[config.mk]
export PLATFORM = sky130hd
export DESIGN_NAME = panel_init_sequence_parser
export DESIGN_NICKNAME = d
export VERILOG_FILES = /design/src/rtl/pisp_pkg.sv /design/src/rtl/panel_init_sequence_parser.sv /design/src/rtl/pisp_in_reg.sv /design/src/rtl/pisp_parse_core.sv /design/src/rtl/pisp_out_reg.sv
export SDC_FILE = /design/constraint.sdc
export NUM_CORES = 1
export LEC_CHECK = 0
export ABC_AREA = 1
export BUFFER_PORTS_ARGS = -buffer_cell sky130_fd_sc_hd__buf_2
export CAP_MARGIN = 20
export CELL_PAD_IN_SITES_DETAIL_PLACEMENT = 1
export CELL_PAD_IN_SITES_GLOBAL_PLACEMENT = 2
export CORE_UTILIZATION = 32
export CTS_BUF_LIST = sky130_fd_sc_hd__clkbuf_2 sky130_fd_sc_hd__clkbuf_4 sky130_fd_sc_hd__clkbuf_8
export CTS_CLUSTER_DIAMETER = 80
export CTS_CLUSTER_SIZE = 28
export DETAILED_ROUTE_END_ITERATION = 12
export GPL_TIMING_DRIVEN = 1
export PLACE_DENSITY = 0.76
export SYNTH_ARGS = -nofsm -noshare
export SYNTH_HDL_FRONTEND = slang
export SYNTH_HIERARCHICAL = 1
export SYNTH_SLANG_ARGS = --single-unit
[constraint.sdc]
create_clock -name clk -period 3.73 [get_ports clk]
set_clock_uncertainty 0.2 [all_clocks]
set_input_delay 0.1865 -clock clk [delete_from_list [all_inputs] [get_ports clk]]
set_output_delay 0.1865 -clock clk [all_outputs]
set_load 0.02 [all_outputs]
[src/rtl/pisp_pkg.sv]
`default_nettype none
// ---------------------------------------------------------------------------
// pisp_pkg
// Types, codes and sizes shared by the panel init-sequence parser.
// ---------------------------------------------------------------------------
package pisp_pkg;

  localparam int unsigned MAX_SEQ_BYTES = 4096;
  localparam int unsigned POS_W         = $clog2(MAX_SEQ_BYTES + 1);
  localparam int unsigned OFFSET_W      = 12;
  localparam logic [OFFSET_W-1:0] OFFSET_MAX = '1;

  localparam logic [7:0] OP_CMD   = 8'h01;
  localparam logic [7:0] OP_DELAY = 8'h02;

  // byte classes
  localparam logic [2:0] KIND_CMD_OPCODE  = 3'd0;
  localparam logic [2:0] KIND_CMD_COUNT   = 3'd1;
  localparam logic [2:0] KIND_PARAM_COUNT = 3'd2;
  localparam logic [2:0] KIND_CMD_BYTE    = 3'd3;
  localparam logic [2:0] KIND_PARAM_BYTE  = 3'd4;
  localparam logic [2:0] KIND_DELAY_OP    = 3'd5;
  localparam logic [2:0] KIND_DELAY_MS    = 3'd6;
  localparam logic [2:0] KIND_IGNORED     = 3'd7;

  // error codes
  localparam logic [2:0] ERR_NONE         = 3'd0;
  localparam logic [2:0] ERR_TRUNC_HEADER = 3'd1;
  localparam logic [2:0] ERR_NO_CMD_BYTES = 3'd2;
  localparam logic [2:0] ERR_PAST_END     = 3'd3;
  localparam logic [2:0] ERR_TRUNC_DELAY  = 3'd4;
  localparam logic [2:0] ERR_UNKNOWN_OP   = 3'd5;
  localparam logic [2:0] ERR_TOO_LONG     = 3'd6;

  typedef enum logic [2:0] {
    PH_OPCODE      = 3'd0,
    PH_CMD_COUNT   = 3'd1,
    PH_PARAM_COUNT = 3'd2,
    PH_CMD_BYTES   = 3'd3,
    PH_PARAM_BYTES = 3'd4,
    PH_DELAY_VALUE = 3'd5,
    PH_ERROR       = 3'd6
  } phase_t;

  typedef struct packed {
    logic [7:0] seq_byte;
    logic       last_byte;
  } seq_item_t;

  typedef struct packed {
    logic [2:0]          byte_kind;
    logic [7:0]          byte_value;
    logic [2:0]          error_code;
    logic [OFFSET_W-1:0] error_offset;
    logic                sequence_end;
  } result_item_t;

  // clamp a byte position to the reported offset range
  function automatic logic [OFFSET_W-1:0] sat_offset(input logic [POS_W-1:0] p);
    logic [31:0] w;
    w = 32'(p);
    return (w > 32'(OFFSET_MAX)) ? OFFSET_MAX : w[OFFSET_W-1:0];
  endfunction

endpackage
`default_nettype wire

[src/rtl/panel_init_sequence_parser.sv]
`default_nettype none
// ---------------------------------------------------------------------------
// panel_init_sequence_parser
// Labels each byte of a panel init sequence and checks the sequence.
// ---------------------------------------------------------------------------
// Input channel seq_*: one sequence byte per beat, last_byte on the final one.
// Output channel res_*: exactly one result beat per input beat, in order,
// with the byte class, the byte itself, the latched error and its offset.
// A byte taken into the input holding register is labelled into the result
// register when the parse stage advances. Throughput: one byte per cycle when
// the output is not stalled; the parse state update is combinational logic
// between the input holding register and the result register.
// A stalled result holds its beat; the input register can still take one more
// byte behind it, after which seq_stall rises until the result is taken.
// Reset clears both registers' valid flags and puts the parser in its opcode
// phase with no error and position zero. The final byte of a sequence does
// the same to the parser state once it has been labelled.
// ---------------------------------------------------------------------------
module panel_init_sequence_parser (
  input  wire logic                   clk,
  input  wire logic                   rst,
  input  wire logic                   seq_valid,
  output logic                        seq_stall,
  input  wire pisp_pkg::seq_item_t    seq_data,
  output logic                        res_valid,
  input  wire logic                   res_stall,
  output pisp_pkg::result_item_t      res_data
);
  import pisp_pkg::*;

  logic         advance;
  logic         held_valid;
  seq_item_t    held_data;
  result_item_t result;

  pisp_in_reg u_in_reg (
    .clk        (clk),
    .rst        (rst),
    .seq_valid  (seq_valid),
    .seq_stall  (seq_stall),
    .seq_data   (seq_data),
    .advance    (advance),
    .held_valid (held_valid),
    .held_data  (held_data)
  );

  pisp_parse_core u_core (
    .clk     (clk),
    .rst     (rst),
    .advance (advance),
    .item    (held_data),
    .result  (result)
  );

  pisp_out_reg u_out_reg (
    .clk        (clk),
    .rst        (rst),
    .held_valid (held_valid),
    .result     (result),
    .advance    (advance),
    .res_valid  (res_valid),
    .res_stall  (res_stall),
    .res_data   (res_data)
  );

endmodule
`default_nettype wire

[src/rtl/pisp_in_reg.sv]
`default_nettype none
// ---------------------------------------------------------------------------
// pisp_in_reg
// Input holding register; releases its beat when the parse stage advances.
// ---------------------------------------------------------------------------
module pisp_in_reg (
  input  wire logic                clk,
  input  wire logic                rst,
  input  wire logic                seq_valid,
  output logic                     seq_stall,
  input  wire pisp_pkg::seq_item_t seq_data,
  input  wire logic                advance,
  output logic                     held_valid,
  output pisp_pkg::seq_item_t      held_data
);
  import pisp_pkg::*;

  logic take;

  assign seq_stall = held_valid && !advance;
  assign take      = seq_valid && !seq_stall;

  always_ff @(posedge clk) begin
    if (rst) begin
      held_valid <= 1'b0;
    end else if (take) begin
      held_valid <= 1'b1;
    end else if (advance) begin
      held_valid <= 1'b0;
    end
  end

  always_ff @(posedge clk) begin
    if (take) begin
      held_data <= seq_data;
    end
  end

endmodule
`default_nettype wire

[src/rtl/pisp_parse_core.sv]
`default_nettype none
// ---------------------------------------------------------------------------
// pisp_parse_core
// Parser state and the per-byte classification and error checks.
// ---------------------------------------------------------------------------
module pisp_parse_core (
  input  wire logic                clk,
  input  wire logic                rst,
  input  wire logic                advance,
  input  wire pisp_pkg::seq_item_t item,
  output pisp_pkg::result_item_t   result
);
  import pisp_pkg::*;

  phase_t              phase, phase_next;
  logic [7:0]          cmd_left, cmd_left_next;
  logic [7:0]          param_left, param_left_next;
  logic [POS_W-1:0]    position, position_next;
  logic [OFFSET_W-1:0] elem_start, elem_start_next;
  logic [2:0]          latched_err, latched_err_next;

  logic [2:0] kind;
  logic [7:0] cmd_dec;
  logic [7:0] param_dec;
  logic       last;
  logic [7:0] b;

  always_ff @(posedge clk) begin
    if (rst) begin
      phase       <= PH_OPCODE;
      cmd_left    <= '0;
      param_left  <= '0;
      position    <= '0;
      elem_start  <= '0;
      latched_err <= ERR_NONE;
    end else if (advance) begin
      phase       <= phase_next;
      cmd_left    <= cmd_left_next;
      param_left  <= param_left_next;
      position    <= position_next;
      elem_start  <= elem_start_next;
      latched_err <= latched_err_next;
    end
  end

  always_comb begin
    b                = item.seq_byte;
    last             = item.last_byte;
    cmd_dec          = cmd_left - 8'd1;
    param_dec        = param_left - 8'd1;
    kind             = KIND_IGNORED;
    phase_next       = phase;
    cmd_left_next    = cmd_left;
    param_left_next  = param_left;
    elem_start_next  = elem_start;
    latched_err_next = latched_err;
    position_next    = (position == POS_W'(MAX_SEQ_BYTES)) ? position
                                                           : position + 1'b1;

    if (phase != PH_ERROR && position == POS_W'(MAX_SEQ_BYTES)) begin
      latched_err_next = ERR_TOO_LONG;
      elem_start_next  = (phase == PH_OPCODE) ? sat_offset(position) : elem_start;
      phase_next       = PH_ERROR;
    end else begin
      unique case (phase)
        PH_OPCODE: begin
          elem_start_next = sat_offset(position);
          if (b == OP_CMD) begin
            if (last) begin
              latched_err_next = ERR_TRUNC_HEADER;
              phase_next       = PH_ERROR;
            end else begin
              kind       = KIND_CMD_OPCODE;
              phase_next = PH_CMD_COUNT;
            end
          end else if (b == OP_DELAY) begin
            if (last) begin
              latched_err_next = ERR_TRUNC_DELAY;
              phase_next       = PH_ERROR;
            end else begin
              kind       = KIND_DELAY_OP;
              phase_next = PH_DELAY_VALUE;
            end
          end else begin
            latched_err_next = ERR_UNKNOWN_OP;
            phase_next       = PH_ERROR;
          end
        end
        PH_CMD_COUNT: begin
          if (last) begin
            latched_err_next = ERR_TRUNC_HEADER;
            phase_next       = PH_ERROR;
          end else if (b == 8'd0) begin
            latched_err_next = ERR_NO_CMD_BYTES;
            phase_next       = PH_ERROR;
          end else begin
            kind          = KIND_CMD_COUNT;
            cmd_left_next = b;
            phase_next    = PH_PARAM_COUNT;
          end
        end
        PH_PARAM_COUNT: begin
          if (last) begin
            latched_err_next = ERR_PAST_END;
            phase_next       = PH_ERROR;
          end else begin
            kind            = KIND_PARAM_COUNT;
            param_left_next = b;
            phase_next      = PH_CMD_BYTES;
          end
        end
        PH_CMD_BYTES: begin
          cmd_left_next = cmd_dec;
          if (last && (cmd_dec != 8'd0 || param_left != 8'd0)) begin
            latched_err_next = ERR_PAST_END;
            phase_next       = PH_ERROR;
          end else begin
            kind = KIND_CMD_BYTE;
            if (cmd_dec == 8'd0) begin
              phase_next = (param_left == 8'd0) ? PH_OPCODE : PH_PARAM_BYTES;
            end
          end
        end
        PH_PARAM_BYTES: begin
          param_left_next = param_dec;
          if (last && param_dec != 8'd0) begin
            latched_err_next = ERR_PAST_END;
            phase_next       = PH_ERROR;
          end else begin
            kind = KIND_PARAM_BYTE;
            if (param_dec == 8'd0) begin
              phase_next = PH_OPCODE;
            end
          end
        end
        PH_DELAY_VALUE: begin
          kind       = KIND_DELAY_MS;
          phase_next = PH_OPCODE;
        end
        default: begin
          phase_next = PH_ERROR;
        end
      endcase
    end

    result.byte_kind    = kind;
    result.byte_value   = b;
    result.error_code   = latched_err_next;
    result.error_offset = (latched_err_next == ERR_NONE) ? '0 : elem_start_next;
    result.sequence_end = last;

    // final byte returns everything to its reset value
    if (last) begin
      phase_next       = PH_OPCODE;
      cmd_left_next    = '0;
      param_left_next  = '0;
      position_next    = '0;
      elem_start_next  = '0;
      latched_err_next = ERR_NONE;
    end
  end

endmodule
`default_nettype wire

[src/rtl/pisp_out_reg.sv]
`default_nettype none
// ---------------------------------------------------------------------------
// pisp_out_reg
// Result register; loads when the parse stage advances, holds while stalled.
// ---------------------------------------------------------------------------
module pisp_out_reg (
  input  wire logic                   clk,
  input  wire logic                   rst,
  input  wire logic                   held_valid,
  input  wire pisp_pkg::result_item_t result,
  output logic                        advance,
  output logic                        res_valid,
  input  wire logic                   res_stall,
  output pisp_pkg::result_item_t      res_data
);
  import pisp_pkg::*;

  assign advance = held_valid && (!res_valid || !res_stall);

  always_ff @(posedge clk) begin
    if (rst) begin
      res_valid <= 1'b0;
    end else if (advance) begin
      res_valid <= 1'b1;
    end else if (!res_stall) begin
      res_valid <= 1'b0;
    end
  end

  always_ff @(posedge clk) begin
    if (advance) begin
      res_data <= result;
    end
  end

endmodule
`default_nettype wire
==> flow_summary.yaml <==
outcome:
  status: "finished, final reports clean"
synth:
  synth.cell_area_um2: 4488
  ys_seq_elements: 85
  ys.flop_type: "dfxtp_1"
  synth.top_cell.area_share: 0.2409
  ys_types: 38
  postSynthCellCount: 574
  yosysWarningCount: 6
  synth_fp_nets: 594
  synth_top_cell_by_area: "edfxtp_1"
  yosysMostFrequentCell: "nand2_1"
  synth.avg_cell_area_um2: 7.819
  synth_edf_count: 36
  async_reset_ff_frac: 0
  yosysSeqAreaShare: 0.4594
  synth_common_cells: "nand2_1 (104), nor2_1 (63), inv_1 (62)"
  yosys-top-cells-area: "edfxtp_1 (24%), dfxtp_1 (22%), nand2_1 (8.7%), a21oi_1 (6.7%), nor2_1 (5.3%)"
routing:
  routedWlPerCell_um: 15.87
  vias: 3978
  wirelength_mm: 12.63
  drt_first_pass_iters: 4
  first_iter_violations: 209
  drc: 0
  ant_nets: 0
  vias_per_cell: 4.997
critical_path:
  slowest_delay_ns: 0.44
  worstPathRequired_ns: 3.65
  cp_max_fo: 12
  cp-end-kind: "register"
  crit_slowest_cell: "nor2_2"
  worst_ep_arrival_time_ns: 2.80
  path_class: "reg -> reg"
  path_cells: "inv_1 > ha_1 > nand2_2 > nor2_2 > nand2_1 > nand2_1 > nand2_1 > nor2_1 > nand3_1 > nand3_2 > nand3_1 > nor2_1 > nand2_1 > nor2_2 > nor2_1"
  crit_top_cell: "nand2_1"
  critPathLaunchType: "register"
timing:
  finalHoldViolCount: 0
  rsz0062_at_grt: "no"
  drv_slew: 0
  fmax_mhz: 346.8
  post-route-period-util: 0.7732
  fin_crit_ns: 2.884
  tns_ns: 0
  whs_ns: 0.1376
  slew_headroom: 0.3119
  tightest_slew_ns: 1.028
  setup_viol: 0
clock_tree:
  numCtsBuffers: 9
  cts_num_sinks: 85
  cts.reportedPaths.clkPinSlew_ns: 0.10
  cts_tree: "built"
  root_buffer: "clkbuf_8"
  worstSkewPairLatency_ns: 0.38
  cts_buffer_depth: 2
  h-tree-depth: 3
power_and_ir_drop:
  ir_drop_uv: 213.8
  power_density_nw_per_um2: 412.7
  p_leak_nw: 2.053
floorplan:
  dieArea_um2: 14500
  start_util: 0.3336
  die_width_um: 120.4
  dieHeight_um: 120.4
  ioPinCount: 42
  core_um2: 13450
  rows: 42
final_layout:
  diodes: 0
  fill_cells: 1669
  register_area_um2: 2062
  final_util: 0.3772
  final_nets: 635
  area_growth_pct: 13.08
  stdcell_area_um2: 5075
  drive_gt1_frac: 0.1855
  multi_input_comb_area_um2: 2006
global_route:
  grt_use_total: 0.1820
  grt_max_degree: 34
  use_met1: 0.2595
  grt_busiest_layer: "met2"
  grt_pass1_wl_mm: 20.45
  grt_use_met2: 0.2769
  grt_overflow: 0
  first_global_vias: 3994
  antenna_found_initial: 0
  gr-usage-met3: 0.02877
placed_design:
  gp_congestion: 0.8874
  postPlaceCellArea_um2: 4793
  dp_hpwl_mm: 9.273
  numPortBuffers: 41
worst_hold_path:
  hold_class: "in -> reg"
job:
  cap_violations: 0
[layout make-up]
cell class | instances | share of cell area
Clock buffer | 10 | 0.02589
Clock inverter | 6 | 0.007890
Inverter | 74 | 0.05473
Multi-Input combinational cell | 390 | 0.3952
Sequential cell | 85 | 0.4063
Tap cell | 176 | 0.04339
Timing Repair Buffer | 55 | 0.06657
[cell usage in the layout, fill, tap and decap left out, types with 11 or more instances in the layout]
cell,synthesis,routed
nand2_1,104,104
o21ai_0,27,27
dfxtp_1,49,49
a21oi_1,60,59
edfxtp_1,36,36
nand3_1,30,30
inv_2,12,12
o31ai_1,12,12
or2_2,20,20
buf_2,3,41
dlygate4sd3_1,0,11
inv_1,62,62
nor2_1,63,63
[worst paths after layout]
check	startpoint	slack, ns	cells past startpoint	to
worst max-delay path	u_core/cmd_left[0]$_SDFFE_PP0P_	0.85	15	u_out_reg/res_data[6]$_DFFE_PP_
worst min-delay path	rst	0.14	2	u_core/phase[0]$_SDFFE_PP0P_
worst max register to register	u_core/cmd_left[0]$_SDFFE_PP0P_	0.85	15	u_out_reg/res_data[6]$_DFFE_PP_
worst min register to register	u_core/elem_start[10]$_SDFFE_PP0P_	0.27	2	u_core/elem_start[10]$_SDFFE_PP0P_
[power breakdown]
group | switching (W) | internal, W
clock network | 0.000357 | 0.000248
logic | 0.000281 | 0.000142
registers | 0.0000334 | 0.00103
[what timing repair did]
item / in CTS / in global routing
hold buffers: 11 / 0
setup buffers: 0 / 0
hold endpoints to repair: 11 / 0
resized for setup: 0 / 0
[state kept, by name, summed over array words and instances (netlist names)]
name	count
u_core/cmd_left	8
u_core/elem_start	12
u_core/latched_err	3
u_core/param_left	8
u_core/phase	3
u_core/position	13
u_in_reg/held_data	9
u_in_reg/held_valid	1
u_out_reg/res_data	27
u_out_reg/res_valid	1
[critical path: cells and delay by family, from the launching register on]
| kind | cells | cell delay [ns] |
|---|---|---|
| buffers and inverters | 1 | 0.15 |
| adders and majority gates | 1 | 0.26 |
| and+or+nand+nor | 13 | 1.67 |
| DFF | 1 | 0.33 |
[layer usage]
| metal | up-vias | share of wire | routed length, µm |
|---|---|---|---|
| met2 | 94 | 0.43 | 5433 |
| met4 | 0 | 0.012 | 154 |
| met5 | - | 0 | 0 |
| met1 | 1896 | 0.51 | 6500 |
| met3 | 12 | 0.043 | 541 |
| li1 | 1976 | - | - |
[cells by family after synthesis]
group                    share of synthesized area
AND/OR/NAND/NOR                             0.2635
buffers and inverters                      0.09618
flip-flops                                  0.4594
adder cells (fa/ha/maj)                    0.01951
XOR/XNOR                                  0.007805
AO/OA/AOI/OAI                               0.1536
[per-stage QoR]
step,cells,setup WS (ns),power [W]
after floorplan,574,0.02768,0.001389
final,796,0.8461,0.002094
after detailed placement,769,0.8864,0.001501
after global placement,769,0.9855,0.001492
after CTS,796,0.8702,0.002118
after global routing,796,0.5725,0.002207
Power figures use the tool's default switching activity.
